==> src/design/hlfp_pkg.sv <==
// Shared types and constants of the header and length frame parser.
package hlfp_pkg;

	localparam int unsigned BYTE_W = 8;
	localparam int unsigned LEN_W = 7;
	localparam int unsigned TOTAL_W = 9;

	localparam logic [BYTE_W-1:0] SYNC_FIRST = 8'h5A;
	localparam logic [BYTE_W-1:0] SYNC_SECOND = 8'hA5;
	localparam logic [TOTAL_W-1:0] HEADER_BYTES = 9'd3;
	localparam logic [LEN_W-1:0] LIMIT_RESET = 7'd64;

	typedef enum logic {
		ST_RECV,
		ST_EMIT
	} state_t;

endpackage

==> src/design/header_length_frame_parser_top.sv <==
// Top level of the header and length frame parser with its frame buffer.
// Usage: received bytes enter on the s_ channel, one item per byte. The block
// hunts for the sync header 0x5A 0xA5, takes the next byte as payload length L
// and stores the frame of 3 + L bytes in its buffer RAM. Frames longer than
// MAX_FRAME or the limit written on the cfg_ port are dropped silently.
// A complete frame leaves on the m_ channel as 3 + L items, header first,
// each carrying the frame length, with tlast on the final byte.
// While receiving, one byte is taken every cycle. Emission then reads the
// buffer through its single registered read port at one byte per cycle while
// the receiver keeps up, and the input stays blocked until the final byte of
// the frame has been loaded into the output register.
// s_tready is low during emission. A stalled receiver holds the output
// register, and the buffer read is held until the register frees up.
// Reset returns to hunting with the limit at 64; the buffer is not cleared,
// since only entries written for the current frame are ever read.
module header_length_frame_parser_top #(
	parameter int unsigned MAX_FRAME = 64
) (
	input  logic                             clk,
	input  logic                             arst_n,
	input  logic                             s_tvalid,
	output logic                             s_tready,
	input  logic [7:0]                       s_tdata,     // rx_byte
	output logic                             m_tvalid,
	input  logic                             m_tready,
	output logic [15:0]                      m_tdata,     // frame_byte, frame_length, zero pad
	output logic                             m_tlast,     // last_byte
	input  logic                             cfg_wr_en,
	input  logic [hlfp_pkg::LEN_W-1:0]       cfg_wr_data  // max_frame_bytes
);

	localparam int unsigned AW = $clog2(MAX_FRAME);
	localparam int unsigned HW = $clog2(MAX_FRAME + 1);

	hlfp_pkg::state_t state_q, state_d;

	logic [hlfp_pkg::LEN_W-1:0]   limit_q;
	logic [HW-1:0]                held_q, held_d, held_inc;
	logic [hlfp_pkg::TOTAL_W-1:0] expected_q, expected_d, total;
	logic [hlfp_pkg::LEN_W-1:0]   len_q;
	logic [HW-1:0]                rd_idx_q, out_idx_q;
	logic                         pend_q;
	logic                         frame_done;

	logic                         in_acc, load, issue, out_last;
	logic                         wr_en;
	logic [AW-1:0]                wr_addr;
	logic [hlfp_pkg::BYTE_W-1:0]  rd_data;

	logic                         m_valid_q;
	logic [hlfp_pkg::BYTE_W-1:0]  m_byte_q;
	logic [hlfp_pkg::LEN_W-1:0]   m_len_q;
	logic                         m_last_q;

	assign in_acc = s_tvalid && s_tready;
	assign held_inc = held_q + 1'b1;
	assign total = hlfp_pkg::HEADER_BYTES + hlfp_pkg::TOTAL_W'(s_tdata);
	assign out_last = (hlfp_pkg::LEN_W'(out_idx_q) + 1'b1) == len_q;

	// Receive path: header hunt, length check and buffer writes.
	always_comb begin
		held_d = held_q;
		expected_d = expected_q;
		wr_en = 1'b0;
		wr_addr = held_q[AW-1:0];
		frame_done = 1'b0;
		if (held_q == '0) begin
			if (s_tdata == hlfp_pkg::SYNC_FIRST) begin
				wr_en = 1'b1;
				held_d = held_inc;
			end
		end else if (held_q == HW'(1)) begin
			if (s_tdata == hlfp_pkg::SYNC_SECOND) begin
				wr_en = 1'b1;
				held_d = held_inc;
			end else if (s_tdata == hlfp_pkg::SYNC_FIRST) begin
				wr_en = 1'b1;
				wr_addr = '0;
			end else begin
				held_d = '0;
			end
		end else begin
			wr_en = 1'b1;
			held_d = held_inc;
			if (held_q == HW'(2)) begin
				expected_d = total;
				if (total > hlfp_pkg::TOTAL_W'(MAX_FRAME) ||
				    total > hlfp_pkg::TOTAL_W'(limit_q)) begin
					held_d = '0;
					expected_d = '0;
				end else if (total == hlfp_pkg::HEADER_BYTES) begin
					frame_done = 1'b1;
				end
			end else if (hlfp_pkg::TOTAL_W'(held_inc) >= expected_q) begin
				frame_done = 1'b1;
			end
		end
	end

	always_comb begin
		state_d = state_q;
		case (state_q)
			hlfp_pkg::ST_RECV: begin
				if (in_acc && frame_done) begin
					state_d = hlfp_pkg::ST_EMIT;
				end
			end
			hlfp_pkg::ST_EMIT: begin
				if (load && out_last) begin
					state_d = hlfp_pkg::ST_RECV;
				end
			end
			default: state_d = hlfp_pkg::ST_RECV;
		endcase
	end

	always_comb begin
		s_tready = 1'b0;
		load = 1'b0;
		issue = 1'b0;
		case (state_q)
			hlfp_pkg::ST_RECV: begin
				s_tready = 1'b1;
			end
			hlfp_pkg::ST_EMIT: begin
				load = pend_q && (!m_valid_q || m_tready);
				issue = (hlfp_pkg::LEN_W'(rd_idx_q) < len_q) && (!pend_q || load);
			end
			default: begin
				s_tready = 1'b0;
			end
		endcase
	end

	hlfp_ram #(
		.WIDTH (hlfp_pkg::BYTE_W),
		.DEPTH (MAX_FRAME)
	) u_store (
		.clk     (clk),
		.wr_en   (in_acc && wr_en),
		.wr_addr (wr_addr),
		.wr_data (s_tdata),
		.rd_en   (issue),
		.rd_addr (rd_idx_q[AW-1:0]),
		.rd_data (rd_data)
	);

	always_ff @(posedge clk or negedge arst_n) begin
		if (!arst_n) begin
			state_q <= hlfp_pkg::ST_RECV;
			limit_q <= hlfp_pkg::LIMIT_RESET;
			held_q <= '0;
			expected_q <= '0;
			len_q <= '0;
			rd_idx_q <= '0;
			out_idx_q <= '0;
			pend_q <= 1'b0;
			m_valid_q <= 1'b0;
		end else begin
			state_q <= state_d;
			if (cfg_wr_en) begin
				limit_q <= cfg_wr_data;
			end
			if (in_acc) begin
				held_q <= frame_done ? '0 : held_d;
				expected_q <= frame_done ? '0 : expected_d;
				if (frame_done) begin
					len_q <= hlfp_pkg::LEN_W'(held_inc);
					rd_idx_q <= '0;
					out_idx_q <= '0;
					pend_q <= 1'b0;
				end
			end
			if (state_q == hlfp_pkg::ST_EMIT) begin
				if (issue) begin
					rd_idx_q <= rd_idx_q + 1'b1;
					pend_q <= 1'b1;
				end else if (load) begin
					pend_q <= 1'b0;
				end
				if (load) begin
					out_idx_q <= out_idx_q + 1'b1;
				end
			end
			if (load) begin
				m_valid_q <= 1'b1;
			end else if (m_tready) begin
				m_valid_q <= 1'b0;
			end
		end
	end

	always_ff @(posedge clk) begin
		if (load) begin
			m_byte_q <= rd_data;
			m_len_q <= len_q;
			m_last_q <= out_last;
		end
	end

	assign m_tvalid = m_valid_q;
	assign m_tdata = {1'b0, m_len_q, m_byte_q};
	assign m_tlast = m_last_q;

	a_back_to_recv: assert property (@(posedge clk) disable iff (!arst_n)
		(load && out_last) |=> (state_q == hlfp_pkg::ST_RECV))
		else $error("Parser did not return to receiving after the last frame byte.");

	a_held_bound: assert property (@(posedge clk) disable iff (!arst_n)
		(held_q < HW'(MAX_FRAME)))
		else $error("Stored byte count reached the buffer depth.");

	a_read_bound: assert property (@(posedge clk) disable iff (!arst_n)
		(state_q == hlfp_pkg::ST_EMIT) |-> (hlfp_pkg::LEN_W'(rd_idx_q) <= len_q))
		else $error("Buffer read index ran past the frame length.");

	a_load_free: assert property (@(posedge clk) disable iff (!arst_n)
		load |-> (!m_valid_q || m_tready))
		else $error("Output register overwritten while holding an item.");

endmodule

==> src/design/hlfp_ram.sv <==
// Generic simple dual-port RAM with one write port and one registered read port.
module hlfp_ram #(
	parameter int unsigned WIDTH = 8,
	parameter int unsigned DEPTH = 64
) (
	input  logic                     clk,
	input  logic                     wr_en,
	input  logic [$clog2(DEPTH)-1:0] wr_addr,
	input  logic [WIDTH-1:0]         wr_data,
	input  logic                     rd_en,
	input  logic [$clog2(DEPTH)-1:0] rd_addr,
	output logic [WIDTH-1:0]         rd_data
);

	logic [WIDTH-1:0] mem [DEPTH];

	always_ff @(posedge clk) begin
		if (wr_en) begin
			mem[wr_addr] <= wr_data;
		end
		if (rd_en) begin
			rd_data <= mem[rd_addr];
		end
	end

endmodule

==> config.mk <==
export PLATFORM = sky130hd
export DESIGN_NAME = header_length_frame_parser_top
export DESIGN_NICKNAME = d
export VERILOG_FILES = /design/src/design/hlfp_pkg.sv /design/src/design/header_length_frame_parser_top.sv /design/src/design/hlfp_ram.sv
export SDC_FILE = /design/constraint.sdc
export NUM_CORES = 1
export LEC_CHECK = 0
export ABC_AREA = 1
export BUFFER_PORTS_ARGS = -buffer_cell sky130_fd_sc_hd__buf_4
export CORE_MARGIN = 4
export CORE_UTILIZATION = 50
export CTS_CLUSTER_DIAMETER = 150
export DETAILED_ROUTE_END_ITERATION = 8
export HOLD_SLACK_MARGIN = 0.05
export PLACE_DENSITY = 0.66
export SETUP_SLACK_MARGIN = 0.05
export SLEW_MARGIN = 20
export SYNTH_ARGS = -nofsm -noshare
export SYNTH_HDL_FRONTEND = slang
export SYNTH_SLANG_ARGS = --single-unit
==> constraint.sdc <==
create_clock -name clk -period 7 [get_ports clk]
set_input_delay 0.35 -clock clk [delete_from_list [all_inputs] [get_ports clk]]
set_output_delay 0.35 -clock clk [all_outputs]
set_load 0.005 [all_outputs]
==> impl.org <==
** Status
- Outcome :: finished, final reports clean

** Place
- After detailed placement, the total cell area comes to 24940 sq um.
- Buffers placed on the I/O ports in this run total 37.
- Instance count after placement with tap cells included :: 2558
- The HPWL after detailed placement is 37290 um.
- Routability-driven placement finished with a final weighted congestion of 0.8744.

** Drt
- In the final routed layout, each cell accounts on average for 23.21 um.
- Once detail routing completed, the nets flagged for antenna violations numbered 0.
- After detailed routing, the number of vias per cell comes to 5.981.
- Remaining routing DRC violations :: 0
- Number of violations reported at the end of detailed-routing iteration 0 :: 2012
- The final route contains 16070 vias.
- Sum of routed wire length over all layers :: 62340 um
- The first detailed-routing pass took 6 iterations.

** Synth
- Summing every instance area after synthesis gives 24220 sq um.
- Number of instances in the synthesized netlist :: 1998
- Yosys instantiated no cell more often than edfxtp_1.
- Of all flip-flops after synthesis, the portion carrying an async set or reset was 8.062%.
- Sorting the synthesized cells by how often they occur yields 536 x edfxtp_1, 366 x nor2_1, 271 x o21ai_0.
- After synthesis the netlist holds a flip-flop and latch count of 583.
- The most used flip-flop cell after synthesis is edfxtp_1.
- The synthesized design devotes to its leading area cell type 66.46% of total area.
- Cell types with the largest area share after synthesis :: edfxtp_1 66%, nor2_1 5.7%, o21ai_0 5.6%, dfrtp_1 4.8%, nand2_1 3.3%
- edfxtp_1 takes more of the synthesized area than any other cell.
- Number of enable-type register cells in the synthesized netlist :: 536
- Count of warnings emitted by yosys :: 0
- Share of synthesized area occupied by flip-flops and latches :: 71.32%
- Synthesis produced a netlist with a net count of 2048.
- Number of unique standard cell types used by synthesis :: 42
- After synthesis, the mean cell area works out to 12.12 sq um.

** Worst setup path
- Endpoint class of the critical path :: register
- Required time of the critical path :: 7470 ps
- The worst setup path is launched from a register.
- The worst setup path is of the register to register kind.
- For the worst setup path, the data arrival time is 4360 ps.
- Along the worst path, the maximum fanout reaches 118.

** Global routing
- The number of global-route vias before repair is 15920.
- Entering global routing, the biggest net connects 119 pins.
- First-pass GRT wire length :: 95870 um
- Total routing resource utilization after global routing :: 23.63%
- Antenna violations before repair :: 0
- For this run the aggregate overflow at the end of global routing stands at 0.

** Clocking
- Worst skew pair latency :: 620 ps
- Hold buffer count at CTS :: 22
- Cell at the root of the clock tree :: clkbuf_16
- The number of gates resized after CTS was 0.
- Once the clock tree was built, the setup fixing pass inserted 0 buffers.
- Counting along the longest clock path gives a buffer depth of 3.
- After clock tree synthesis, the clock-pin slew on the worst setup and hold paths is 60 ps.
- Clock buffers created by TritonCTS :: 58
- TritonCTS clock tree :: done
- The clock tree synthesis step divided the H-tree into 2 levels.
- TritonCTS sink count :: 583

** Die
- Die width :: 228.1 um
- Standard-cell row count :: 80
- The floorplan step set the die height to 228.1 um.
- Initial Utilization :: 50.62%
- The die covers 52030 sq um.
- Pin placement for this block handled 39 I/O pins.
- The region available for standard cell placement spans 47850 sq um.

** Power and ir drop
- For this design the ratio of total power to cell area is 377.6 nW/um^2.
- Max VDD drop :: 223.7 uV
- Leakage power summed over all cells :: 9.232 nW
- The completed layout was analyzed and its total power is 10.16 mW.

** Worst hold path
- Worst hold path class :: input pin to register

** Final layout
- Final standard cell count with taps included and fillers excluded :: 2686
- Final standard cell area without fillers :: 26910 sq um
- Fillcell total :: 3954
- Relative to the synthesized area, the layout overhead comes to 11.12%.
- Number of diodes added for antenna fixing :: 0
- Post-layout net count :: 2075
- The post-route netlist has 8.305% of its cells at a drive strength greater than 1.

** STA
- Setup total negative slack :: 0 ps
- The number of slew-limit violations in the final report is 0.
- Min Clock Period, post-route :: 3883 ps
- Setup Skew :: 12.50 ps
- Max transition margin :: 28.88%
- Fin Hold WS :: 88.31 ps
- Highest clock frequency the design can meet :: 257.6 MHz
- The worst path uses 55.47% of the clock period.
- At the pin with the least slew margin, the transition time is 1067 ps.
- Setup repair after global routing left no endpoint under its margin.
- Setup violations remaining at the end of the flow were counted as 0.
- The count of final hold-check violations is 0.

** Run
- Max-cap viol count :: 0
## state kept, by name (all words and copies together) (netlist names)
signal and flops:
rd_idx_q 7, limit_q 7, expected_q 9, out_idx_q 7, pend_q 1, m_tlast 1
m_tvalid 1, held_q 7, u_store.rd_data 8, m_byte_q 8, len_q 7, state_q 1
u_store.mem 512, m_len_q 7
## through the flow
stage          utilization, %  setup WS [ps]
6_report                56.25           3117
4_1_cts                 56.25           3202
3_3_place_gp            52.12           3204
2_1_floorplan               -           4512
3_5_place_dp            52.12           3222
5_1_grt                 56.25           2876
## kinds of logic after synthesis
| logic type | Yosys count | share of synthesized area [%] |
|---|---|---|
| AO/OA/AOI/OAI | 440 | 10.49 |
| AND/OR/NAND/NOR | 741 | 12.90 |
| XOR/XNOR | 13 | 0.4701 |
| other | 1 | 0.01548 |
| adder cells (fa/ha/maj) | 30 | 1.550 |
| flip-flops | 583 | 71.32 |
| buffers and inverters | 189 | 3.203 |
| multiplexers | 1 | 0.04649 |
## placed cells by master (no fill, tap or decap), types with 4 or more instances in the layout
cell,n
a21oi_1,25
buf_4,55
clkbuf_1,17
clkbuf_16,59
clkinv_1,21
clkinv_2,8
dfrtp_1,44
dlygate4sd3_1,22
edfxtp_1,536
ha_1,30
inv_1,68
inv_2,5
nand2_1,213
nand2_2,8
nand3_1,99
nand3_2,4
nand4_1,26
nor2_1,365
nor2_2,5
nor2_4,5
nor3_1,5
o211ai_1,16
o21ai_0,271
o221ai_1,48
o22ai_1,71
xor2_1,12
## metal layers
layer	share of wire (%)	track usage, %
met5	0	0
met4	2.1	6.429
met1	40	32.42
met3	8.2	3.855
met2	49	39.62
## cell type report
cell class,instances,area [sq um],area share (%)
clock buffers,76,1540,5.723
clock inverters,30,214.0,0.7950
inverters,79,301.5,1.120
multi-input cells,1226,6173,22.94
flip-flops and latches,583,17280,64.21
well taps,615,769.5,2.859
repair buffers,77,633.1,2.352
## path summary, 6_finish.rpt
check | cells after the start | end | slack [ps] | start
worst max-delay path | 8 | u_store.rd_data[4] | 3120 | rd_idx_q[0]
worst min-delay path | 2 | limit_q[0] | 90 | cfg_wr_en
worst max register to register | 8 | u_store.rd_data[4] | 3120 | rd_idx_q[0]
worst min register to register | 0 | m_byte_q[5] | 420 | u_store.rd_data[5]
max in group asynchronous | 2 | rd_idx_q[1] | 6210 | arst_n
min in group asynchronous | 2 | limit_q[1] | 300 | arst_n
## power breakdown
group,internal [mW],switching [mW]
clock,1.65,1.28
sequential,4.00,0.241
combinational,0.833,2.16
## worst max-delay path, stage by stage (launching register included)
cell	delay (ps)
dfrtp_4	760
inv_6	780
buf_4	750
o21ai_0	280
o221ai_1	280
nand3_1	190
nand3_1	200
nand3_1	180
nand3_1	120
No activity file was read; power rests on OpenSTA's default activity.
